### src/hw/rtl/bounded_fifo_window_mean_assert.svh
// Assertion macros for the window mean block, clocked on i_clk, off in reset.
`ifndef BOUNDED_FIFO_WINDOW_MEAN_ASSERT_SVH
`define BOUNDED_FIFO_WINDOW_MEAN_ASSERT_SVH

// Check the consequent in the same cycle as the antecedent.
`define BFWM_ASSERT_SAME(lbl, ante, cons) \
    lbl: assert property (@(posedge i_clk) disable iff (!i_rst_n) (ante) |-> (cons)) \
        else $error("bfwm assertion failed");

// Check the consequent in the cycle after the antecedent.
`define BFWM_ASSERT_NEXT(lbl, ante, cons) \
    lbl: assert property (@(posedge i_clk) disable iff (!i_rst_n) (ante) |=> (cons)) \
        else $error("bfwm assertion failed");

`endif

### src/hw/rtl/bfwm_pkg.sv
`timescale 1ns / 1ps
package bfwm_pkg;
    localparam int HW     = 12;
    localparam int QB     = 12;
    localparam int STEP_W = $clog2(QB);

    typedef struct packed {
        logic load;
        logic rd_head;
        logic pop;
        logic push;
        logic div_init;
        logic div_step;
        logic out_load;
        logic is_remove;
        logic err;
    } t_dp_cmd;

    typedef struct packed {
        logic count_zero;
        logic full;
        logic out_busy;
    } t_dp_stat;
endpackage

### src/hw/rtl/bfwm_in_if.sv
`timescale 1ns / 1ps
interface bfwm_in_if;
    logic                      valid;
    logic                      ready;
    logic                      cmd;
    logic [bfwm_pkg::HW-1:0]   height_in;

    modport source (output valid, output cmd, output height_in, input ready);
    modport sink   (input valid, input cmd, input height_in, output ready);
endinterface

### src/hw/rtl/bfwm_out_if.sv
`timescale 1ns / 1ps
interface bfwm_out_if;
    logic                      valid;
    logic                      ready;
    logic [bfwm_pkg::HW-1:0]   mean_height;
    logic [bfwm_pkg::HW-1:0]   removed_height;
    logic                      empty_error;

    modport source (output valid, output mean_height, output removed_height,
                    output empty_error, input ready);
    modport sink   (input valid, input mean_height, input removed_height,
                    input empty_error, output ready);
endinterface

### src/hw/rtl/bfwm_ctl.sv
`timescale 1ns / 1ps
module bfwm_ctl (
    input  logic               i_clk,
    input  logic               i_rst_n,
    input  logic               i_in_valid,
    input  logic               i_cmd,
    input  bfwm_pkg::t_dp_stat i_stat,
    output logic               o_in_ready,
    output bfwm_pkg::t_dp_cmd  o_cmd
);
    import bfwm_pkg::*;

    typedef enum logic [2:0] {
        S_IDLE,
        S_READ,
        S_POP,
        S_PUSH,
        S_DIVI,
        S_DIV,
        S_FIN
    } t_state;

    t_state              r_state;
    logic                r_is_remove;
    logic                r_err;
    logic [STEP_W-1:0]   r_step;
    logic                w_accept;

    assign w_accept   = i_in_valid && (r_state == S_IDLE);
    assign o_in_ready = (r_state == S_IDLE);

    always_ff @(posedge i_clk) begin
        if (!i_rst_n) begin
            r_state     <= S_IDLE;
            r_is_remove <= 1'b0;
            r_err       <= 1'b0;
            r_step      <= '0;
        end else begin
            case (r_state)
                S_IDLE: begin
                    if (w_accept) begin
                        r_is_remove <= i_cmd;
                        r_err       <= i_cmd && i_stat.count_zero;
                        if (i_cmd) begin
                            r_state <= i_stat.count_zero ? S_FIN : S_READ;
                        end else begin
                            r_state <= i_stat.full ? S_READ : S_PUSH;
                        end
                    end
                end
                S_READ: r_state <= S_POP;
                S_POP:  r_state <= r_is_remove ? S_FIN : S_PUSH;
                S_PUSH: r_state <= S_DIVI;
                S_DIVI: begin
                    r_step  <= STEP_W'(QB - 1);
                    r_state <= S_DIV;
                end
                S_DIV: begin
                    if (r_step == '0) begin
                        r_state <= S_FIN;
                    end else begin
                        r_step <= r_step - 1'b1;
                    end
                end
                S_FIN: begin
                    if (!i_stat.out_busy) begin
                        r_state <= S_IDLE;
                    end
                end
                default: r_state <= S_IDLE;
            endcase
        end
    end

    always_comb begin
        o_cmd           = '0;
        o_cmd.load      = w_accept;
        o_cmd.rd_head   = (r_state == S_READ);
        o_cmd.pop       = (r_state == S_POP);
        o_cmd.push      = (r_state == S_PUSH);
        o_cmd.div_init  = (r_state == S_DIVI);
        o_cmd.div_step  = (r_state == S_DIV);
        o_cmd.out_load  = (r_state == S_FIN) && !i_stat.out_busy;
        o_cmd.is_remove = r_is_remove;
        o_cmd.err       = r_err;
    end
endmodule

### src/hw/rtl/bfwm_dp.sv
`timescale 1ns / 1ps
module bfwm_dp #(
    parameter int DEPTH = 5
) (
    input  logic                    i_clk,
    input  logic                    i_rst_n,
    input  logic [bfwm_pkg::HW-1:0] i_height,
    input  bfwm_pkg::t_dp_cmd       i_cmd,
    output bfwm_pkg::t_dp_stat      o_stat,
    bfwm_out_if.source              o_out
);
    import bfwm_pkg::*;

    localparam int CW = $clog2(DEPTH + 1);
    localparam int IW = (DEPTH > 1) ? $clog2(DEPTH) : 1;
    localparam int TW = CW + 1;
    localparam int SW = HW + CW;
    localparam int NW = SW + 2;

    logic [HW-1:0] r_mem [DEPTH];
    logic [HW-1:0] r_rdata;
    logic [HW-1:0] r_h;
    logic [HW-1:0] r_pop_h;
    logic [IW-1:0] r_head;
    logic [CW-1:0] r_count;
    logic [SW-1:0] r_sum;
    logic [NW-1:0] r_rem;
    logic [NW-1:0] r_dsh;
    logic [QB-1:0] r_quo;
    logic          r_o_valid;
    logic [HW-1:0] r_o_mean;
    logic [HW-1:0] r_o_rem;
    logic          r_o_err;

    logic [TW-1:0] w_tsum;
    logic [TW-1:0] w_twrap;
    logic [IW-1:0] w_tail;
    logic [IW-1:0] n_head;
    logic          w_ge;

    assign w_tsum  = TW'(r_head) + TW'(r_count);
    assign w_twrap = (w_tsum >= TW'(DEPTH)) ? (w_tsum - TW'(DEPTH)) : w_tsum;
    assign w_tail  = w_twrap[IW-1:0];
    assign n_head  = (r_head == IW'(DEPTH - 1)) ? '0 : (r_head + 1'b1);
    assign w_ge    = (r_rem >= r_dsh);

    always_ff @(posedge i_clk) begin
        if (i_cmd.push) begin
            r_mem[w_tail] <= r_h;
        end
        if (i_cmd.rd_head) begin
            r_rdata <= r_mem[r_head];
        end
    end

    always_ff @(posedge i_clk) begin
        if (!i_rst_n) begin
            r_head    <= '0;
            r_count   <= '0;
            r_sum     <= '0;
            r_o_valid <= 1'b0;
        end else begin
            if (i_cmd.pop) begin
                r_head  <= n_head;
                r_count <= r_count - 1'b1;
                r_sum   <= r_sum - SW'(r_rdata);
            end else if (i_cmd.push) begin
                r_count <= r_count + 1'b1;
                r_sum   <= r_sum + SW'(r_h);
            end
            if (i_cmd.out_load) begin
                r_o_valid <= 1'b1;
            end else if (o_out.ready) begin
                r_o_valid <= 1'b0;
            end
        end
    end

    always_ff @(posedge i_clk) begin
        if (i_cmd.load) begin
            r_h <= i_height;
        end
        if (i_cmd.pop) begin
            r_pop_h <= r_rdata;
        end
        if (i_cmd.div_init) begin
            r_rem <= NW'({r_sum, 1'b0}) + NW'(r_count);
            r_dsh <= NW'({r_count, 1'b0}) << (QB - 1);
            r_quo <= '0;
        end else if (i_cmd.div_step) begin
            if (w_ge) begin
                r_rem <= r_rem - r_dsh;
            end
            r_quo <= {r_quo[QB-2:0], w_ge};
            r_dsh <= r_dsh >> 1;
        end
        if (i_cmd.out_load) begin
            r_o_mean <= i_cmd.is_remove ? '0 : r_quo;
            r_o_rem  <= (i_cmd.is_remove && !i_cmd.err) ? r_pop_h : '0;
            r_o_err  <= i_cmd.err;
        end
    end

    assign o_stat.count_zero = (r_count == '0);
    assign o_stat.full       = (r_count == CW'(DEPTH));
    assign o_stat.out_busy   = r_o_valid && !o_out.ready;

    assign o_out.valid          = r_o_valid;
    assign o_out.mean_height    = r_o_mean;
    assign o_out.removed_height = r_o_rem;
    assign o_out.empty_error    = r_o_err;
endmodule

### src/hw/rtl/bounded_fifo_window_mean.sv
// Insert: push, divider init, serial divide, then load the result; a full window reads and pops the head first.
// One transaction at a time; the 12-step serial divider sets the insert time, and a new command is
// accepted only after the result has been loaded into the output register, which waits while it is busy.
// Remove: read and pop the head, then load the result; a remove on an empty window goes straight to loading the error.
// Synchronous active-low reset empties the window; store contents are left as they are.
`timescale 1ns / 1ps
`include "bounded_fifo_window_mean_assert.svh"
module bounded_fifo_window_mean #(
    parameter int DEPTH = 5
) (
    input  logic        i_clk,
    input  logic        i_rst_n,
    bfwm_in_if.sink     i_in,
    bfwm_out_if.source  o_out
);
    import bfwm_pkg::*;

    t_dp_cmd  w_cmd;
    t_dp_stat w_stat;
    logic     w_in_ready;

    assign i_in.ready = w_in_ready;

    bfwm_ctl u_ctl (
        .i_clk      (i_clk),
        .i_rst_n    (i_rst_n),
        .i_in_valid (i_in.valid),
        .i_cmd      (i_in.cmd),
        .i_stat     (w_stat),
        .o_in_ready (w_in_ready),
        .o_cmd      (w_cmd)
    );

    bfwm_dp #(
        .DEPTH (DEPTH)
    ) u_dp (
        .i_clk    (i_clk),
        .i_rst_n  (i_rst_n),
        .i_height (i_in.height_in),
        .i_cmd    (w_cmd),
        .o_stat   (w_stat),
        .o_out    (o_out)
    );

    `BFWM_ASSERT_SAME(a_err_zero, o_out.valid && o_out.empty_error, o_out.mean_height == '0 && o_out.removed_height == '0)
    `BFWM_ASSERT_NEXT(a_busy_after_accept, i_in.valid && i_in.ready, !i_in.ready)
    `BFWM_ASSERT_SAME(a_status_sane, 1'b1, !(w_stat.full && w_stat.count_zero))
    `BFWM_ASSERT_NEXT(a_out_loaded, w_cmd.out_load, o_out.valid)
endmodule
### src/flat_wrapper.sv
// flat-port wrapper written by rule: the top's interface ports become plain ports
module bounded_fifo_window_mean_flat import bfwm_pkg::*;
#(
    parameter int DEPTH = 5
)
  (i_clk, i_rst_n, i_in_valid, i_in_cmd, i_in_height_in, i_in_ready, o_out_valid, o_out_mean_height, o_out_removed_height, o_out_empty_error, o_out_ready);
  bfwm_in_if i_in_i ();
  bfwm_out_if o_out_i ();
  input  logic i_clk;
  input  logic i_rst_n;
  input wire logic [$bits(i_in_i.valid)-1:0] i_in_valid;
  input wire logic [$bits(i_in_i.cmd)-1:0] i_in_cmd;
  input wire logic [$bits(i_in_i.height_in)-1:0] i_in_height_in;
  output wire logic [$bits(i_in_i.ready)-1:0] i_in_ready;
  output wire logic [$bits(o_out_i.valid)-1:0] o_out_valid;
  output wire logic [$bits(o_out_i.mean_height)-1:0] o_out_mean_height;
  output wire logic [$bits(o_out_i.removed_height)-1:0] o_out_removed_height;
  output wire logic [$bits(o_out_i.empty_error)-1:0] o_out_empty_error;
  input wire logic [$bits(o_out_i.ready)-1:0] o_out_ready;
  assign i_in_i.valid = i_in_valid;
  assign i_in_i.cmd = i_in_cmd;
  assign i_in_i.height_in = i_in_height_in;
  assign i_in_ready = i_in_i.ready;
  assign o_out_valid = o_out_i.valid;
  assign o_out_mean_height = o_out_i.mean_height;
  assign o_out_removed_height = o_out_i.removed_height;
  assign o_out_empty_error = o_out_i.empty_error;
  assign o_out_i.ready = o_out_ready;
  bounded_fifo_window_mean #(.DEPTH(DEPTH)) u_core (.i_clk(i_clk), .i_rst_n(i_rst_n), .i_in(i_in_i), .o_out(o_out_i));
endmodule
### config.mk
export PLATFORM = sky130hd
export DESIGN_NAME = bounded_fifo_window_mean_flat
export DESIGN_NICKNAME = d
export VERILOG_FILES = /design/src/hw/rtl/bfwm_pkg.sv /design/src/hw/rtl/bfwm_in_if.sv /design/src/hw/rtl/bfwm_out_if.sv /design/src/hw/rtl/bfwm_ctl.sv /design/src/hw/rtl/bfwm_dp.sv /design/src/hw/rtl/bounded_fifo_window_mean.sv /design/src/flat_wrapper.sv
export VERILOG_INCLUDE_DIRS = /design/src /design/src/hw/rtl
export SDC_FILE = /design/constraint.sdc
export NUM_CORES = 1
export LEC_CHECK = 0
export BUFFER_PORTS_ARGS = -buffer_cell sky130_fd_sc_hd__buf_2
export CORE_UTILIZATION = 65
export CTS_BUF_LIST = sky130_fd_sc_hd__clkbuf_4 sky130_fd_sc_hd__clkbuf_8
export DETAILED_ROUTE_END_ITERATION = 6
export GPL_TIMING_DRIVEN = 0
export PLACE_DENSITY_LB_ADDON = 0.12
export SYNTH_ARGS = -nofsm -noshare
export SYNTH_HDL_FRONTEND = slang
export SYNTH_SLANG_ARGS = --single-unit
### constraint.sdc
create_clock -name i_clk -period 9.8 [get_ports i_clk]
set_clock_uncertainty 0.05 [all_clocks]
set_input_delay 1.96 -clock i_clk [delete_from_list [all_inputs] [get_ports i_clk]]
set_output_delay 1.96 -clock i_clk [all_outputs]
set_load 0.1 [all_outputs]
==> results by stage <==
Setup path:
- The family with the most delay on the worst path is simple AND/OR/NAND/NOR gates.
- The slowest stage cell on the critical path is sky130_fd_sc_hd__nor3b_2.
- In this run the worst path has a maximum fanout of 12.
- Together, buffers and inverters on the worst path number 2.
- The critical path arrival is 4750 ps.
- The critical path startpoint category is a flip-flop.
- Among the stages of the critical path, the cell type that occurs most often is sky130_fd_sc_hd__nand2_1.
- Walking the worst path, the cells encountered are clkbuf_1, inv_1, fa_1, ha_1, nand2b_1, nand2_1, nand2_1, a221o_1, nor3b_1, a31oi_1, nor3b_2.
- The critical setup path kind is reg2reg.
- The element type at the critical path end is a flip-flop.
- The data required time of the critical path is 9840 ps.
- On the worst path, the slowest cell contributes a delay of 840 ps.

Die:
- The cell row count is 43.
- The die footprint is 15,190 µm².
- The number of primary I/O pins is 44.
- The die span in y is 123.2 µm.
- The initial core utilization is 67.78%.
- The width of the die is 123.2 µm.
- The placeable core area is 14,100 µm².

Synthesis:
- The count of yosys warnings during synthesis is 0.
- Counting flops with an async set or reset pin after synthesis yields a share of 0%.
- After synthesis, the largest area contributor takes up 44.32% of total cell area.
- After Yosys synthesis, full adders, half adders and majority gates account for 6.417% of the synthesized area.
- Ranked by total cell area, the synthesized netlist is headed by sky130_fd_sc_hd__edfxtp_1, sky130_fd_sc_hd__dfxtp_1, sky130_fd_sc_hd__ha_1.
- The flip-flop and latch count after synthesis is 196.
- The post-synthesis cell area is 9554 µm².
- In the post-synthesis netlist, the cell with the most instances is sky130_fd_sc_hd__edfxtp_1.
- After synthesis, the mean cell area works out to 11.40 µm².
- The number of different library cells in the post-synthesis netlist is 63.
- The sequential-to-total area share from yosys stat is 55.84%.
- After synthesis, the most frequently instantiated cells are sky130_fd_sc_hd__edfxtp_1, sky130_fd_sc_hd__nand2_1, sky130_fd_sc_hd__dfxtp_1, sky130_fd_sc_hd__nor2_1.
- The compound-cell area share of the yosys netlist is 10.83%.
- The main combinational cell family by area after synthesis is simple AND/OR/NAND/NOR gates.
- Among all flip-flop cells after synthesis, the most frequent one is sky130_fd_sc_hd__edfxtp_1.
- The mux share of post-synthesis cell area is 5.291%.
- Of the total synthesized cell area, the portion taken by AND, OR, NAND and NOR gates is 14.47%.
- The synthesized net count is 901.
- The synthesized design spends more area on one cell type than any other, namely sky130_fd_sc_hd__edfxtp_1.
- Counting every instance in the synthesized netlist gives 838.
- Yosys mapped a number of flops with a built-in enable equal to 141.
- After Yosys synthesis, XOR and XNOR cells account for 4.217% of the synthesized area.

CTS:
- The insertion delay to the later sink of the worst-skew pair is 470 ps.
- The post-CTS setup buffer count is 0.
- The CTS tree is built.
- The H-tree was split into 4 levels.
- The clock-pin slew reported for the worst setup and hold paths after clock tree synthesis is 100 ps.
- The clock sink count is 196.
- The root buffer cell chosen for the clock tree is sky130_fd_sc_hd__clkbuf_8.
- The maximum clock path buffer count is 2.
- The quantity of gates resized following cts is 0.
- The number of hold buffers added after CTS was 0.
- TritonCTS created 17 clock buffers.

Global route:
- Summed over all layers, the global routing overflow is 0.
- The number of global-route vias before repair is 6,327.
- The number of antenna violations at the first check in global routing is 0.
- The aggregate global-route resource usage is 26.66%.
- Entering global routing, the biggest net connects 22 pins.
- The first global-routing pass estimated 30,270 µm of wire.

Placed design:
- At the end of routability-driven placement, the weighted congestion stood at 0.9077.
- Counting tap cells, the placed design contains a total of 1,064 instances.
- Timing analysis after detailed placement gives a worst setup slack of 5109 ps.
- Detailed placement finished with a half-perimeter wire length of 14,380 µm.
- Buffers placed on the I/O ports in this run total 42.

STA:
- Measured against its own limit, the worst slew margin works out to 20.50%.
- The total negative slack is 0 ps.
- Setup violations remaining at the end of the flow were counted as 0.
- The hold violation total from the final report is 0.
- The final period demand of the worst path is 4708 ps.
- For the pin with the worst max-slew slack, the measured transition is 1188 ps.
- The number of max-slew violations in the final report is 0.
- The tightest hold margin is 396.4 ps.
- The achievable frequency is 212.4 MHz.
- In the finished design, the share of the clock period the worst path needs comes to 48.04%.
- After layout, the worst setup slack is 5092 ps.
- Setup repair after global routing left no endpoint under its margin.

Pwr:
- Of the total power, the share spent switching nets is 40.15%.
- The worst-case IR drop observed on VDD is 0.0002295 V.
- Of the total power, registers draw 40.6%.
- The clock network accounts for 17.0% of the total power.
- Combinational cells account for 42.5% of the total power.
- In this run the power spent charging and discharging nets is 0.001181 W.
- For this design the ratio of total power to cell area is 282.1 nW/µm².
- The internal power summed over all cells is 0.001761 W.
- The analysis attributes to cell leakage a power of 3.829 nW.

Drt:
- The mean routed wirelength per cell is 17.76 µm.
- The remaining antenna violation count after routing is 0.
- The via count is 6,509.
- In the routed design, unresolved DRC markers number 0.
- The detailed router finished its first iteration with 525 violations.
- The detail-routed via count per cell is 5.944.
- The number of iterations in the first detailed-routing pass is 7.
- Wires add up to 19,440 µm.

Finish:
- The number of nets in the final layout is 966.
- The antenna diode count is 0.
- Counting the fill cells in the layout gives 951.
- Registers take 5335 µm².
- The final cell count without fillers is 1,095.
- The layout cell share with drive strength beyond 1 is 13.55%.
- The multi-input combinational cells in the finished layout cover a total of 3960 µm².
- The area growth from synthesis to layout is 9.167%.

Status:
- The run finished with clean final reports.

Min path:
- The type of the worst min-delay path is reg2reg.

Flow run:
- The number of maximum-capacitance constraint violations is 0.
[cells by family after synthesis]
family          after synthesis
buf+inv                      74
simple gates                282
flops                       196
compound gates              160
mux                          34
xor+xnor                     46
fa+ha+maj                    46
[metrics by stage]
step / power (W) / cell area (µm²) / utilization [%]
after floorplan: 0.002145 / 9554 / -
after global placement: 0.002361 / 9990 / 70.87
after detailed placement: 0.002442 / 10060 / 71.34
after CTS: 0.002940 / 10430 / 73.99
after global routing: 0.003115 / 10430 / 73.99
final: 0.002943 / 10430 / 73.99
[layer usage]
metal	vias to the layer above	part of all wire, %	global-route usage [%]
li1	3159	-	-
met1	3065	39	30.58
met2	234	53	48.60
met3	51	5.0	4.566
met4	0	3.2	11.75
met5	-	0	0
[sequential cells by signal, summed over array words and instances, names as in the netlist, 4 cells and up]
name,count
u_core.u_dp.r_rdata,12
u_core.u_dp.r_mem,60
u_core.u_dp.r_dsh,15
u_core.u_dp.r_sum,15
u_core.u_dp.r_quo,12
u_core.u_dp.r_pop_h,12
u_core.u_dp.r_rem,17
u_core.u_dp.r_h,12
u_core.u_dp.o_out.removed_height,12
u_core.u_dp.o_out.mean_height,12
u_core.u_ctl.r_step,4
[cell type report]
type / instances / area share [%]
Tap cell: 180 / 2.159
Inverter: 39 / 1.404
Buffer: 35 / 1.284
Clock inverter: 14 / 1.344
Clock buffer: 17 / 2.243
Timing Repair Buffer: 46 / 2.447
Sequential cell: 196 / 51.15
Multi-Input combinational cell: 568 / 37.97
[tightest hold or removal path: stages, from the launching register on]
cell,delay [ps]
sky130_fd_sc_hd__dfxtp_1,320
sky130_fd_sc_hd__nand2_1,50
sky130_fd_sc_hd__nand2_1,40
[power by group through the flow]
stage | logic, W | clock network, W | registers [W]
finish | 0.00125 | 0.000499 | 0.00119
global placement | 0.00116 | 0 | 0.00120
global route | 0.00137 | 0.000532 | 0.00121
CTS | 0.00124 | 0.000505 | 0.00119
floorplan | 0.000911 | 0 | 0.00123
detailed placement | 0.00123 | 0 | 0.00121
[cells in the final DEF, fill, tap and decap left out, types with 15 or more instances in the layout]
cell | Yosys | final
sky130_fd_sc_hd__clkbuf_8 | 0 | 17
sky130_fd_sc_hd__o21ai_0 | 38 | 38
sky130_fd_sc_hd__edfxtp_1 | 141 | 141
sky130_fd_sc_hd__and2_1 | 16 | 16
sky130_fd_sc_hd__clkbuf_1 | 24 | 24
sky130_fd_sc_hd__xnor2_1 | 22 | 22
sky130_fd_sc_hd__nor2_1 | 55 | 54
sky130_fd_sc_hd__buf_2 | 1 | 43
sky130_fd_sc_hd__dfxtp_1 | 55 | 55
sky130_fd_sc_hd__nor2b_1 | 20 | 20
sky130_fd_sc_hd__a21o_1 | 15 | 15
sky130_fd_sc_hd__a21oi_1 | 41 | 40
sky130_fd_sc_hd__inv_1 | 36 | 36
sky130_fd_sc_hd__xor2_1 | 24 | 24
sky130_fd_sc_hd__nand3_1 | 39 | 39
sky130_fd_sc_hd__nand2_1 | 91 | 91
sky130_fd_sc_hd__ha_1 | 41 | 41
[path summary, 6_finish.rpt]
| path | start | to | slack (ps) | cells after the start |
|---|---|---|---|---|
| setup / recovery | u_core.u_dp.r_head[1]$_SDFFE_PN0P_ | u_core.u_dp.r_mem[4][8]$_DFFE_PP_ | 5090 | 11 |
| hold / removal | u_core.u_dp.r_quo[11]$_SDFFE_PP0P_ | u_core.u_dp.r_quo[11]$_SDFFE_PP0P_ | 400 | 2 |
| setup reg to reg | u_core.u_dp.r_head[1]$_SDFFE_PN0P_ | u_core.u_dp.r_mem[4][8]$_DFFE_PP_ | 5090 | 11 |
| hold reg to reg | u_core.u_dp.r_quo[11]$_SDFFE_PP0P_ | u_core.u_dp.r_quo[11]$_SDFFE_PP0P_ | 400 | 2 |
(Power assumes the default switching activity.)
